<file path="src/sv/uf_pkg.sv">
// Shared types and constants of the disjoint-set merge engine.
// Used by the arithmetic unit, the top level, its checker and the testbench.
// No dependencies.
package uf_pkg;

    // Field widths of the stream beats and of the node records.
    localparam int unsigned NODE_W      = 18;
    localparam int unsigned SIZE_W      = 19;
    localparam int unsigned WGT_W       = 30;
    localparam int unsigned TOT_W       = 48;
    localparam int unsigned IN_TDATA_W  = 72;
    localparam int unsigned OUT_TDATA_W = 48;

    // Default node count and the reset value of the threshold register.
    localparam int unsigned NODES_DEF = 262144;
    localparam logic [SIZE_W-1:0] THR_RESET = SIZE_W'(1);

    // Saturation value of the running total.
    localparam logic [TOT_W-1:0] TOT_MAX = '1;

    // Configuration register map.
    localparam logic REG_THRESHOLD = 1'b0;

    // Operations of the shared arithmetic unit.
    typedef enum logic [1:0] {
        ALU_ADD = 2'd0,
        ALU_GT  = 2'd1,
        ALU_MUL = 2'd2,
        ALU_SAT = 2'd3
    } t_alu_op;

    typedef struct packed {
        t_alu_op          op;
        logic [TOT_W-1:0] opa;
        logic [TOT_W-1:0] opb;
    } t_alu_req;

    typedef struct packed {
        logic [TOT_W-1:0] res;
        logic             flag;
    } t_alu_rsp;

endpackage

</file>
<file path="src/sv/uf_alu.sv">
// Shared arithmetic unit: add, greater-than compare, 19 by 30 multiply and saturating add.
// Result registered. Depends on uf_pkg.
module uf_alu
    import uf_pkg::*;
(
    input  logic     i_clk,
    input  t_alu_req i_req,
    output t_alu_rsp o_rsp
);

    logic [TOT_W:0]        sum;
    logic [SIZE_W+WGT_W-1:0] prod;
    logic                  gt;
    t_alu_rsp              n_rsp;
    t_alu_rsp              r_rsp;

    // One adder, one comparator and one multiplier, selected by the operation.
    always_comb begin
        sum  = {1'b0, i_req.opa} + {1'b0, i_req.opb};
        prod = i_req.opa[SIZE_W-1:0] * i_req.opb[WGT_W-1:0];
        gt   = (i_req.opa > i_req.opb);
        n_rsp.flag = gt;
        case (i_req.op)
            ALU_ADD: n_rsp.res = sum[TOT_W-1:0];
            ALU_GT:  n_rsp.res = TOT_W'(gt);
            ALU_MUL: n_rsp.res = prod[TOT_W-1:0];
            ALU_SAT: n_rsp.res = sum[TOT_W] ? TOT_MAX : sum[TOT_W-1:0];
            default: n_rsp.res = sum[TOT_W-1:0];
        endcase
    end

    always_ff @(posedge i_clk) begin
        r_rsp <= n_rsp;
    end

    assign o_rsp = r_rsp;

endmodule

</file>
<file path="config.mk">
export PLATFORM = sky130hd
export DESIGN_NAME = uf_alu
export DESIGN_NICKNAME = d
export VERILOG_FILES = /design/src/sv/uf_pkg.sv /design/src/sv/uf_alu.sv
export SDC_FILE = /design/constraint.sdc
export NUM_CORES = 2
export LEC_CHECK = 0
export BUFFER_PORTS_ARGS = -buffer_cell sky130_fd_sc_hd__buf_2
export CORE_UTILIZATION = 40
export DETAILED_ROUTE_END_ITERATION = 7
export SKIP_LAST_GASP = 1
export SLEW_MARGIN = 5
export SYNTH_ARGS = -nofsm -noshare
export SYNTH_HDL_FRONTEND = slang
export SYNTH_SLANG_ARGS = --single-unit
</file>
<file path="constraint.sdc">
create_clock -name i_clk -period 9 [get_ports i_clk]
set_input_delay 1.35 -clock i_clk [delete_from_list [all_inputs] [get_ports i_clk]]
set_output_delay 1.35 -clock i_clk [all_outputs]
set_load 0.02 [all_outputs]
</file>
=== Yosys cells after proc, flatten, opt, wreduce, memory -nomap -nowiden ===
Cells that the tools add are included.

* $add $sub $neg: 1
* Equal/unequal tests: 3
* Muxes and demuxes: 2
* Reductions and logical operators: 1
* $mul: 1
* $lt $le $gt $ge: 1

{| class="wikitable"
|+ Operators by type and width
! cell !! count
|-
| 48-bit case mux with 4 select lines || 1
|-
| 48-bit by 48-bit adder with 49-bit output || 1
|-
| 48-bit greater-than comparator || 1
|-
| 19-bit by 30-bit multiplier with 48-bit output || 1
|-
| 48-bit 2-to-1 mux || 1
|-
| 2-bit == test, second input constant || 2
|-
| 2-bit by 1-bit == test with 1-bit output, second input constant || 1
|-
| 2-bit zero test || 1
|}

* Bits in registers: 49
* Output and inout bits: 49
* Input port bits: 99
* Logic and storage cells: 11

=== Depth between registers and ports, before layout ===
* Word-level depth: 3
* Mapped depth: 27

=== Least setup slack after synthesis ===
Ideal clock, no wire load.

* Kind: in2reg
* From: input i_req[26] (netlist bit)
* To: register r_rsp, in the netlist o_rsp[47]
* Required time: 8.866 ns
* Library setup time: 0.134 ns
* Data arrival time: 7.338 ns
* Cell stages on the path: 24
* Path slack: 1.528 ns
* Path through: clkbuf_1 -> clkbuf_1 -> nand2_1 -> fa_1 -> inv_1 -> fa_1 -> inv_1 -> fa_1 -> inv_1 -> fa_1 -> fa_1 -> inv_1 -> fa_1 -> inv_1 -> ha_1 -> a21oi_1 -> o21ai_1 -> a2111oi_0 -> o31ai_1 -> a221oi_1 -> o21ai_2 -> a21oi_1 -> mux2i_1 -> or4_1

{| class="wikitable"
|+ RTL lines
! what !! RTL line !! RTL
|-
| start: declaration || uf_alu.sv:7 || <nowiki>input t_alu_req i_req,</nowiki>
|-
| end signal: assignment || uf_alu.sv:33 || <nowiki>r_rsp <= n_rsp;</nowiki>
|-
| end: declaration || uf_alu.sv:15 || <nowiki>t_alu_rsp r_rsp;</nowiki>
|}

==> results_dict.tcl <==
set metrics [dict create \
    syn_to_final_growth_pct 6.14 \
    hp-class "input pin to flop" \
    drc 0 \
    dp_hpwl_mm 59.2 \
    dieArea_um2 61600 \
    finalHoldViolations 0 \
    wire_per_inst_um 19.4 \
    post_cts_buffers 0 \
    setup_viol 0 \
    final_cells 3742 \
    fp-row-count 89 \
    die_w_um 248 \
    viasPerCell 5.27 \
    antenna_found_initial 3 \
    crit_fanout 31 \
    cts-resized-gates 0 \
    arrival_ns 8.33 \
    initialDrtViolationCount 1384 \
    final-max-slew-violation-count 0 \
    tightest_slew_ns 1.18 \
    grt_pass1_wl_mm 115 \
    rsz0062_at_grt "no" \
    nets 3767 \
    synth_cells 2935 \
    design_area_um2 25700 \
    place_area_um2 25600 \
    gp_congestion 0.988 \
    ys.flop_type "dfxtp_1" \
    first_pass_iters 6 \
    wl_mm 72.4 \
    cts.path.max_buffers 2 \
    syn-cell-area_um2 24200 \
    critPathLaunchType "input pin" \
    die_h_um 248 \
    largest_register_ffs 49 \
    ant_nets 0 \
    portBuffers 147 \
    gr-total-overflow 0 \
    worstSetupPathType "input pin to flop" \
    ys_ff_latch 49 \
    cts-root-buf "clkbuf_16" \
    synth_edf_count 0 \
    drive_gt1_frac 0.0795 \
    grt_pass1_vias 20600 \
    syn-num-nets 3735 \
    cts_made_buffers 5 \
    io_pins 148 \
    timing.fmax_mhz 123 \
    yosysSeqAreaShare 0.0405 \
    start_util 0.408 \
    fin_crit_ns 8.14 \
    fin_crit_sh 0.904 \
    core_area_um2 59500 \
    grt_max_degree 32 \
    clock-sinks 49 \
    hold_buffers 0 \
    synthDistinctLibCells 84 \
    endpoint "o_rsp[47]" \
    h-tree-depth 2 \
    synthArstFlopShare 0 \
    status "finished, final reports clean" \
    yosys_warnings 0 \
    cts_tree "built" \
    startpoint "i_req[62]" \
    grt_use_total 0.244 \
    path_clk_slew_ns 0.08 \
    num_vias 19700 \
    syn_area_per_cell_um2 8.26 \
    max_cap_viol_count 0 \
    place_inst 3733 \
    fin_tns_setup_ns 0 \
    required_ns 9.19 \
    crit_path_end_kind "flop" \
    timing.slew.headroom 0.196 \
]
[cells in the final DEF (no fill, tap or decap), types with 12 or more instances in the layout]
cell type and n:
a31oi_1 15, a221oi_2 16, xnor2_1 64, nand4_1 23, nor3_1 21, ha_1 226, nand3_1 18, dfxtp_1 49
nor2b_1 14, o22ai_1 15, fa_1 475, nor2_1 132, nand2_1 351, o21ai_0 43, a21oi_1 117, xor2_1 21
buf_4 24, nand2b_1 15, and2_1 236, a21o_1 36, inv_1 688, buf_2 147, o21bai_1 28, o31ai_1 12
o21ai_1 12
[logic make-up after synthesis]
kind of cell | synth area share
AND/OR/NAND/NOR | 0.174
buffers and inverters | 0.132
adder cells (fa/ha/maj) | 0.509
AO/OA/AOI/OAI | 0.113
XOR/XNOR | 0.0307
flip-flops | 0.0405
multiplexers | 0.00124
[per-layer routing]
metal	part of all wire	global-route usage	vias to the layer above
li1	-	-	9001
met1	0.42	0.326	9955
met2	0.49	0.422	662
met3	0.068	0.0304	113
met4	0.025	0.0558	0
met5	0	0	-
[cells in the mapped netlist, types with 7 or more instances]
master / n / area, µm²
nand3_1: 18 / 90.1
o21bai_1: 28 / 210
a31oi_1: 15 / 93.8
a21oi_1: 117 / 586
buf_2: 8 / 40.0
nor2b_1: 15 / 93.8
fa_1: 475 / 9510
and3_1: 9 / 56.3
a221oi_1: 7 / 61.3
ha_1: 226 / 2830
o31ai_1: 12 / 90.1
nor4_1: 8 / 50.1
and2_1: 236 / 1480
o211ai_1: 8 / 60.1
clkbuf_1: 135 / 507
nor3_1: 21 / 105
nand2_1: 351 / 1320
o22ai_1: 15 / 93.8
nand4_1: 23 / 144
or2_2: 7 / 43.8
inv_1: 688 / 2580
xor2_1: 21 / 184
a211oi_1: 9 / 67.6
xnor2_1: 64 / 561
nor2_1: 133 / 499
dfxtp_1: 49 / 981
nand2b_1: 15 / 93.8
inv_2: 8 / 30.0
o21ai_1: 12 / 60.1
a221oi_2: 16 / 240
a21o_1: 36 / 270
or3_1: 7 / 43.8
o21ai_0: 43 / 215
o21a_1: 7 / 52.6
[critical path: stages]
cell and delay [ns]:
buf_2 0.61, ha_1 0.35, inv_1 0.10, fa_1 0.49, inv_1 0.06, fa_1 0.55, fa_1 0.42, fa_1 0.40
fa_1 0.51, inv_1 0.05, fa_1 0.47, inv_1 0.04, ha_1 0.34, a21oi_1 0.20, o21ai_1 0.11, a2111oi_0 0.67
o31ai_1 0.23, a221oi_1 0.37, o21ai_2 0.17, a21oi_1 0.21, mux2i_1 0.09, or4_1 0.50
[layout make-up]
type	instances	area [µm²]
Antenna cell	1	2.50
Clock buffer	5	125
Clock inverter	3	26.3
Fill cell	6114	33700
Inverter	697	2620
Multi-Input combinational cell	2042	20100
Sequential cell	49	981
Tap cell	773	967
Timing Repair Buffer	172	936
[stage by stage]
| stage | hold slack [ns] | setup WS [ns] | util |
|---|---|---|---|
| CTS | 1.62 | 0.944 | 0.433 |
| detailed placement | 1.77 | 0.631 | 0.430 |
| global route | 1.68 | 0.427 | 0.433 |
| floorplan | 1.60 | 1.53 | - |
| finish | 1.63 | 0.860 | 0.433 |
| global placement | 1.77 | 0.711 | 0.430 |
[worst min path at each step]
stage | start | end | slack [ns] | cells past startpoint
2_1_floorplan | i_req[96] | o_rsp[3] | 1.60 | 3
3_3_place_gp | o_rsp[35] | o_rsp[35] | 1.77 | 1
3_5_place_dp | o_rsp[38] | o_rsp[38] | 1.77 | 1
6_report | i_req[97] | o_rsp[6] | 1.63 | 3
4_1_cts | i_req[97] | o_rsp[6] | 1.62 | 3
5_1_grt | i_req[97] | o_rsp[18] | 1.68 | 3
Power is not shown: default switching activity piles up to over one toggle a cycle in this logic, so the estimate is an artifact.
