==> src/sv/uf_mem.sv <==
// Node record memory: one write port and one read port, read data registered.
// Stores parent link, set size and pending count per node. Depends on nothing.
module uf_mem #(
    parameter int unsigned DEPTH  = 2,
    parameter int unsigned ADDR_W = 1,
    parameter int unsigned DATA_W = 8
) (
    input  logic              i_clk,
    input  logic              i_we,
    input  logic [ADDR_W-1:0] i_waddr,
    input  logic [DATA_W-1:0] i_wdata,
    input  logic [ADDR_W-1:0] i_raddr,
    output logic [DATA_W-1:0] o_rdata
);

    logic [DATA_W-1:0] r_mem [DEPTH];
    logic [DATA_W-1:0] r_rdata;

    // A read in the same cycle as a write to that address returns the old record.
    always_ff @(posedge i_clk) begin
        if (i_we) begin
            r_mem[i_waddr] <= i_wdata;
        end
        r_rdata <= r_mem[i_raddr];
    end

    assign o_rdata = r_rdata;

endmodule

==> config.mk <==
export PLATFORM = sky130hd
export DESIGN_NAME = uf_mem
export DESIGN_NICKNAME = d
export VERILOG_FILES = /design/src/sv/uf_mem.sv
export SDC_FILE = /design/constraint.sdc
export NUM_CORES = 1
export LEC_CHECK = 0
export BUFFER_PORTS_ARGS = -buffer_cell sky130_fd_sc_hd__buf_2
export CAP_MARGIN = 20
export CELL_PAD_IN_SITES_DETAIL_PLACEMENT = 0
export CELL_PAD_IN_SITES_GLOBAL_PLACEMENT = 1
export CORE_AREA = 2 2 48 50
export CTS_BUF_LIST = sky130_fd_sc_hd__clkbuf_8
export CTS_CLUSTER_DIAMETER = 50
export DETAILED_ROUTE_END_ITERATION = 10
export DIE_AREA = 0 0 50 52
export GPL_TIMING_DRIVEN = 0
export PLACE_DENSITY = 0.7
export SETUP_SLACK_MARGIN = 0.02
export SLEW_MARGIN = 20
export SYNTH_ARGS = -nofsm -noshare
export SYNTH_HDL_FRONTEND = slang
export SYNTH_SLANG_ARGS = --single-unit
==> constraint.sdc <==
create_clock -name i_clk -period 1.2 [get_ports i_clk]
set_input_delay 0.12 -clock i_clk [delete_from_list [all_inputs] [get_ports i_clk]]
set_output_delay 0.12 -clock i_clk [all_outputs]
set_load 0.005 [all_outputs]
Word-level counts from Yosys, hierarchy flattened
Memory sizes are Yosys's and may differ from the RTL's. A register that Yosys moved wholly into a read port is not among the register bits.
Index checks and enable logic that the tools add are counted.

storage, ports and cells
  bits in registers = 0
  bits in writable memories = 16
  input bits = 12
  output and inout bits = 8
  logic and storage cells = 3
  memories kept = 1

memories
  memory  words  bits a word  rd ports  clocked after Yosys merged registers in  wr ports  RTL line  source
  r_mem   2      8            1         1                                        1         16        logic [DATA_W-1:0] r_mem [DEPTH];

cells by class
  mux-type cells = 2

operators with widths
  kind               count
  two-way mux 1 bit  2

Longest topological paths before layout
Gate-level depths: netlist of run 1.

  word-level depth = 2
  mapped depth = 2

Worst setup path before layout of run 1
OpenSTA, ideal clock, no wires.

  path kind = input to register
  start point = input port i_we
  end point = memory r_mem[0][0] (enable)
  library setup time = 373 ps
  arrival time = 540 ps
  data required time = 827 ps
  setup slack = 287 ps
  stages = 1
  path buffers = 0
  path through = nor2b_1

on the way
  longest elaborated chain between the ends = 2

RTL lines
  item                                     RTL line  source
  start: declaration                       9         input logic i_we,
  two-way mux 1 bit                        21        if (i_we) begin
  two-way mux 1 bit (implied by the code)  22        r_mem[i_waddr] <= i_wdata;
  end: declaration                         16

Every way passes these cells.

Final worst setup path of run 1
  start point = input port i_waddr
  end point = memory r_mem[0][1] (enable)

RTL lines
  item                RTL line  source
  start: declaration  10        input logic [ADDR_W-1:0] i_waddr,

Straight into the memory's write port.

==> flow_summary.yaml, run 1 <==
cts:
  cts_buffers: 3
  hold_buffers: 0
  cts_tree: "yes"
  cts_resized: 0
  clk_path_buf_depth: 2
  htreeDepth: 1
  cts_setup_buffers: 0
  path_clk_slew_ns: 0.07
  clock_sinks: 24
  root_buffer: "clkbuf_8"
  clock_latency_ns: 0.25
synthesis:
  synthCells: 35
  ys_types: 6
  synth.ff_latch_count: 24
  yosysSeqAreaShare: 0.817
  syn-cell-area_um2: 785
  synth_nets: 47
  yosysWarnings: 0
  avgSynthCellArea_um2: 22.4
grt:
  antenna_found_initial: 0
  grt_pass1_vias: 310
  grt_max_degree: 13
  grtUsageMet2: 0.123
  grt_overflow: 0
  met3_usage: 0.0259
  grt_pass1_wl_um: 1360
  grtUsageTotal: 0.0771
  grt.met1_usage: 0.0861
  busiest_layer: "met2"
drt:
  wl_per_cell_um: 10.3
  first_pass_iters: 4
  via_per_inst: 4.14
  wl_um: 865
  drtAntennaViolNets: 0
  vias: 348
  drc_errors: 0
  drt_iter0_drc: 5
final_layout:
  areaGrowthSynthToFinish_pct: 21.2
  num-nets-final: 70
  seq_area_um2: 641
  multi_input_area_um2: 133
  final_cell_mix: "buf_2, edfxtp_1, mux2_4, dfxtp_1, clkbuf_8"
  layout_commonest_cell: "buf_2"
  drive_gt1_frac: 0.536
  diodes: 0
  final_cells: 84
  utilization: 0.452
  fillCellCount: 185
sta:
  hold_viol: 0
  tns_ns: 0
  max_freq_ghz: 1.14
  slew_violations: 0
  layout_min_cycle_time_ns: 0.873
  tightest_slew_ns: 0.696
  skew_ns: 0.00121
  rsz0062_at_grt: "false"
  finalCritPeriodShare: 0.728
  setup-violations-final: 0
  slew_headroom: 0.535
critical_path:
  crit_path_start_kind: "input pin"
  crit_arrival_ns: 0.77
  required_ns: 1.09
  critPathMaxFanout: 8
  slowest_delay_ns: 0.54
  r2r_setup_slack_ns: 0.46
  critPathBufInv: 1
  endpoint_kind: "flop"
  path_class: "input pin to flop"
  crit_path_top_delay_cell: "nor2b_1"
  crit_family: "simple AND/OR/NAND/NOR gates"
  crit_chain: "buf_2, nor2b_1"
floorplanning:
  die_y_um: 52
  die_w_um: 50
  io_pins: 20
  start_util: 0.373
  core_um2: 2110
  rows: 17
  die-area_um2: 2600
pwr:
  vdd_drop_max_v: 0.000934
  powerDensity_nw_per_um2: 1590
  power_leakage_uw: 0.000387
  power.total_uw: 1510
place:
  place_congestion: 0.631
  place.port_buffers: 18
  dp.cells: 81
hold_path:
  min_path_type: "input pin to flop"
job:
  cap_violations: 0
outcome:
  status: "complete, no violations"
## final cells by class
cell class	instances	share of cell area
Buffer	1	0.0118
Clock buffer	3	0.0434
Multi-Input combinational cell	10	0.139
Sequential cell	24	0.674
Tap cell	28	0.0368
Timing Repair Buffer	18	0.0947
## worst paths after layout
check / startpoint / end / cells past startpoint
worst max-delay path: i_waddr / r_mem[0][1] / 2
worst min-delay path: i_wdata[5] / r_mem[0][5] / 1
worst max register to register: r_mem[0][6] / o_rdata[6] / 1
worst min register to register: r_mem[0][1] / o_rdata[1] / 1
## logic make-up after synthesis
family,after synthesis,share of synthesized area
AND/OR/NAND/NOR,2,0.0160
flip-flops,24,0.817
multiplexers,8,0.153
buffers and inverters,1,0.0144
## stage by stage
stage | hold WS [ns] | cell area (µm²) | setup WS, ns
after global placement | 0.308 | 910 | 0.0352
after global routing | 0.0398 | 951 | 0.220
final | 0.0467 | 951 | 0.327
after CTS | 0.0414 | 951 | 0.298
after floorplan | 0.219 | 785 | 0.287
after detailed placement | 0.311 | 910 | 0.0205
## where the power goes
group	internal (µW)	switching, µW	total, µW
sequential	947	13.4	960
clock	224	219	443
combinational	67.7	40.6	108
total	1240	273	1510
## state kept, by name, summed over array words and instances, names as in the netlist
name     cells
o_rdata      8
r_mem       16
## synthesized netlist by cell type
cell | n | area share
buf_6 | 1 | 0.014
and2_1 | 1 | 0.0080
edfxtp_1 | 16 | 0.61
mux2_4 | 8 | 0.15
nor2b_1 | 1 | 0.0080
dfxtp_1 | 8 | 0.20
## routing by layer
layer  routed length (µm)  up-vias
li1                     -      172
met3                   71        2
met4                   13        0
met2                  416       16
met1                  364      158
met5                    0        -
Power figures use the tool's default switching activity.
==> inputs of run 2 (changes only) <==
- PLACE_DENSITY: 0.7 -> 0.73
- clock period: 1.2 -> 0.8 ns (I/O delays scaled with it)
==> run 2 against run 1 <==
  * Sequential share of layout area down 2.9 points
  * Wire length up 13%
  * Power grew 52%
  * First-iteration DRC count rose by 20%
  * Flip-flop and latch count is the same
  * Worst hold slack lost 0.036 ns
  * Sequential power is 50% higher
  * Non-clock buffer count is 4 higher
  * Core utilization is 2.0 points higher
  * Final area is 4.5% higher
  * Global-route usage increased by 1.6 points
  * Clock power is 51% higher
  * Highest routed layer unchanged
==> flow_summary.yaml, run 2 (same netlist as run 1, synthesis figures left out) <==
final_layout:
  areaGrowthSynthToFinish_pct: 26.6
  layout_commonest_cell: "buf_2"
  final_cell_mix: "buf_2, edfxtp_1, mux2_4, dfxtp_1, dlygate4sd3_1"
  fillCellCount: 186
  postLayoutCellArea_um2: 993
  num-nets-final: 74
  utilization: 0.472
  drive_gt1_frac: 0.517
  regMostFlops: "r_mem"
  diodes: 0
  largest_reg_flops: 16
critical_path:
  crit_path_start: "o_rdata[4]"
  r2r-start: "r_mem[0][7]"
  critPathMaxFanout: 1
  slowest_delay_ns: 0.32
  crit_family: "flip-flops"
  crit_cells: 1
  path_class: "flop to output pin"
  r2r_setup_slack_ns: 0.05
  crit_arrival_ns: 0.69
  reg2reg_to: "o_rdata[7]"
  crit_path_start_kind: "flop"
  critPathBufInv: 1
  required_ns: 0.72
  crit_chain: "buf_2"
  endpoint_kind: "output pin"
  endpoint: "o_rdata[4]"
  r2r_cells: 1
  crit_path_top_delay_cell: "dfxtp_1"
drt:
  drc_errors: 0
  vias: 348
  drtAntennaViolNets: 0
  via_per_inst: 3.95
  first_pass_iters: 2
  wl_per_cell_um: 11.1
  drt_iter0_drc: 6
  wl_um: 977
place:
  place_congestion: 0.627
  dpl_cell_area_um2: 912
  pre_cts_ws_ns: -0.122
  place.port_buffers: 18
hold_path:
  min_path_type: "input pin to flop"
  hold_start: "i_wdata[7]"
pwr:
  power.total_uw: 2290
  powerDensity_nw_per_um2: 2310
  power_leakage_uw: 0.000404
  vdd_drop_max_v: 0.000943
grt:
  antenna_found_initial: 0
  grt_pass1_wl_um: 1620
  grtUsageTotal: 0.0928
  grt_max_degree: 13
  grt_pass1_vias: 363
  grt_overflow: 0
floorplanning:
  die_w_um: 50
  start_util: 0.373
  die-area_um2: 2600
  core_um2: 2110
  die_y_um: 52
  io_pins: 20
  rows: 17
sta:
  skew_ns: 0.00349
  slew_headroom: 0.726
  fin_ws_ns: 0.0336
  layout_min_cycle_time_ns: 0.766
  tightest_slew_ns: 0.408
  rsz0062_at_grt: "true"
  slew_violations: 0
  hold_slack_ns: 0.0108
  setup-violations-final: 0
  max_freq_ghz: 1.30
  hold_viol: 0
  finalCritPeriodShare: 0.958
job:
  cap_violations: 0
cts:
  htreeDepth: 1
  cts_resized: 0
  clock_sinks: 24
  cts_setup_buffers: 0
  cts_tree: "yes"
  cts_buffers: 3
  clock_latency_ns: 0.26
  root_buffer: "clkbuf_8"
  clk_path_buf_depth: 2
  path_clk_slew_ns: 0.07
outcome:
  status: "complete, no violations"
## run 2: changes by cell type in the layout (fill, tap and decap cells not counted)
| cell | delta |
|---|---|
| nor2b_2 | +1 |
| nor2b_1 | -1 |
| dlygate4sd3_1 | +4 |
## run 2: report_power, final
part           leakage, µW  switching (µW)  total, µW  internal (µW)
clock network    0.0000216             333        669            336
registers         0.000218            21.4       1440           1420
logic             0.000165            64.7        180            115
total             0.000404             419       2290           1870
## run 2: how the worst min path moves through the flow
stage,depth (start not counted),endpoint
2_1_floorplan,0,r_mem[0][0]
3_3_place_gp,1,r_mem[0][2]
3_5_place_dp,1,r_mem[0][3]
4_1_cts,1,r_mem[0][4]
5_1_grt,1,r_mem[0][4]
6_report,1,r_mem[1][7]
## run 2: layer usage
| metal | share of wire | up-vias | GRT usage |
|---|---|---|---|
| met1 | 0.40 | 147 | 0.107 |
| met5 | 0 | - | 0 |
| met4 | 0.029 | 0 | 0.0694 |
| li1 | - | 180 | - |
| met3 | 0.089 | 3 | 0.0402 |
| met2 | 0.48 | 18 | 0.136 |
## run 2: through the flow
step                      TNS, ns  instances
after global placement      -1.63         81
final                           0         88
after detailed placement    -1.75         81
after global routing            0         88
after CTS                       0         88
after floorplan                 0         35
## run 2: timing repair
item | in CTS | in global routing
setup endpoints to repair | 0 | 6
endpoints found under the hold margin | 8 | 0
hold buffers | 4 | 0
## run 2: layout make-up
type | instances | area, µm² | area share
plain buffers | 1 | 11.3 | 0.0113
flip-flops and latches | 24 | 641 | 0.645
well taps | 28 | 35.0 | 0.0353
clock buffers | 3 | 41.3 | 0.0416
repair buffers | 22 | 130 | 0.131
multi-input cells | 10 | 135 | 0.136
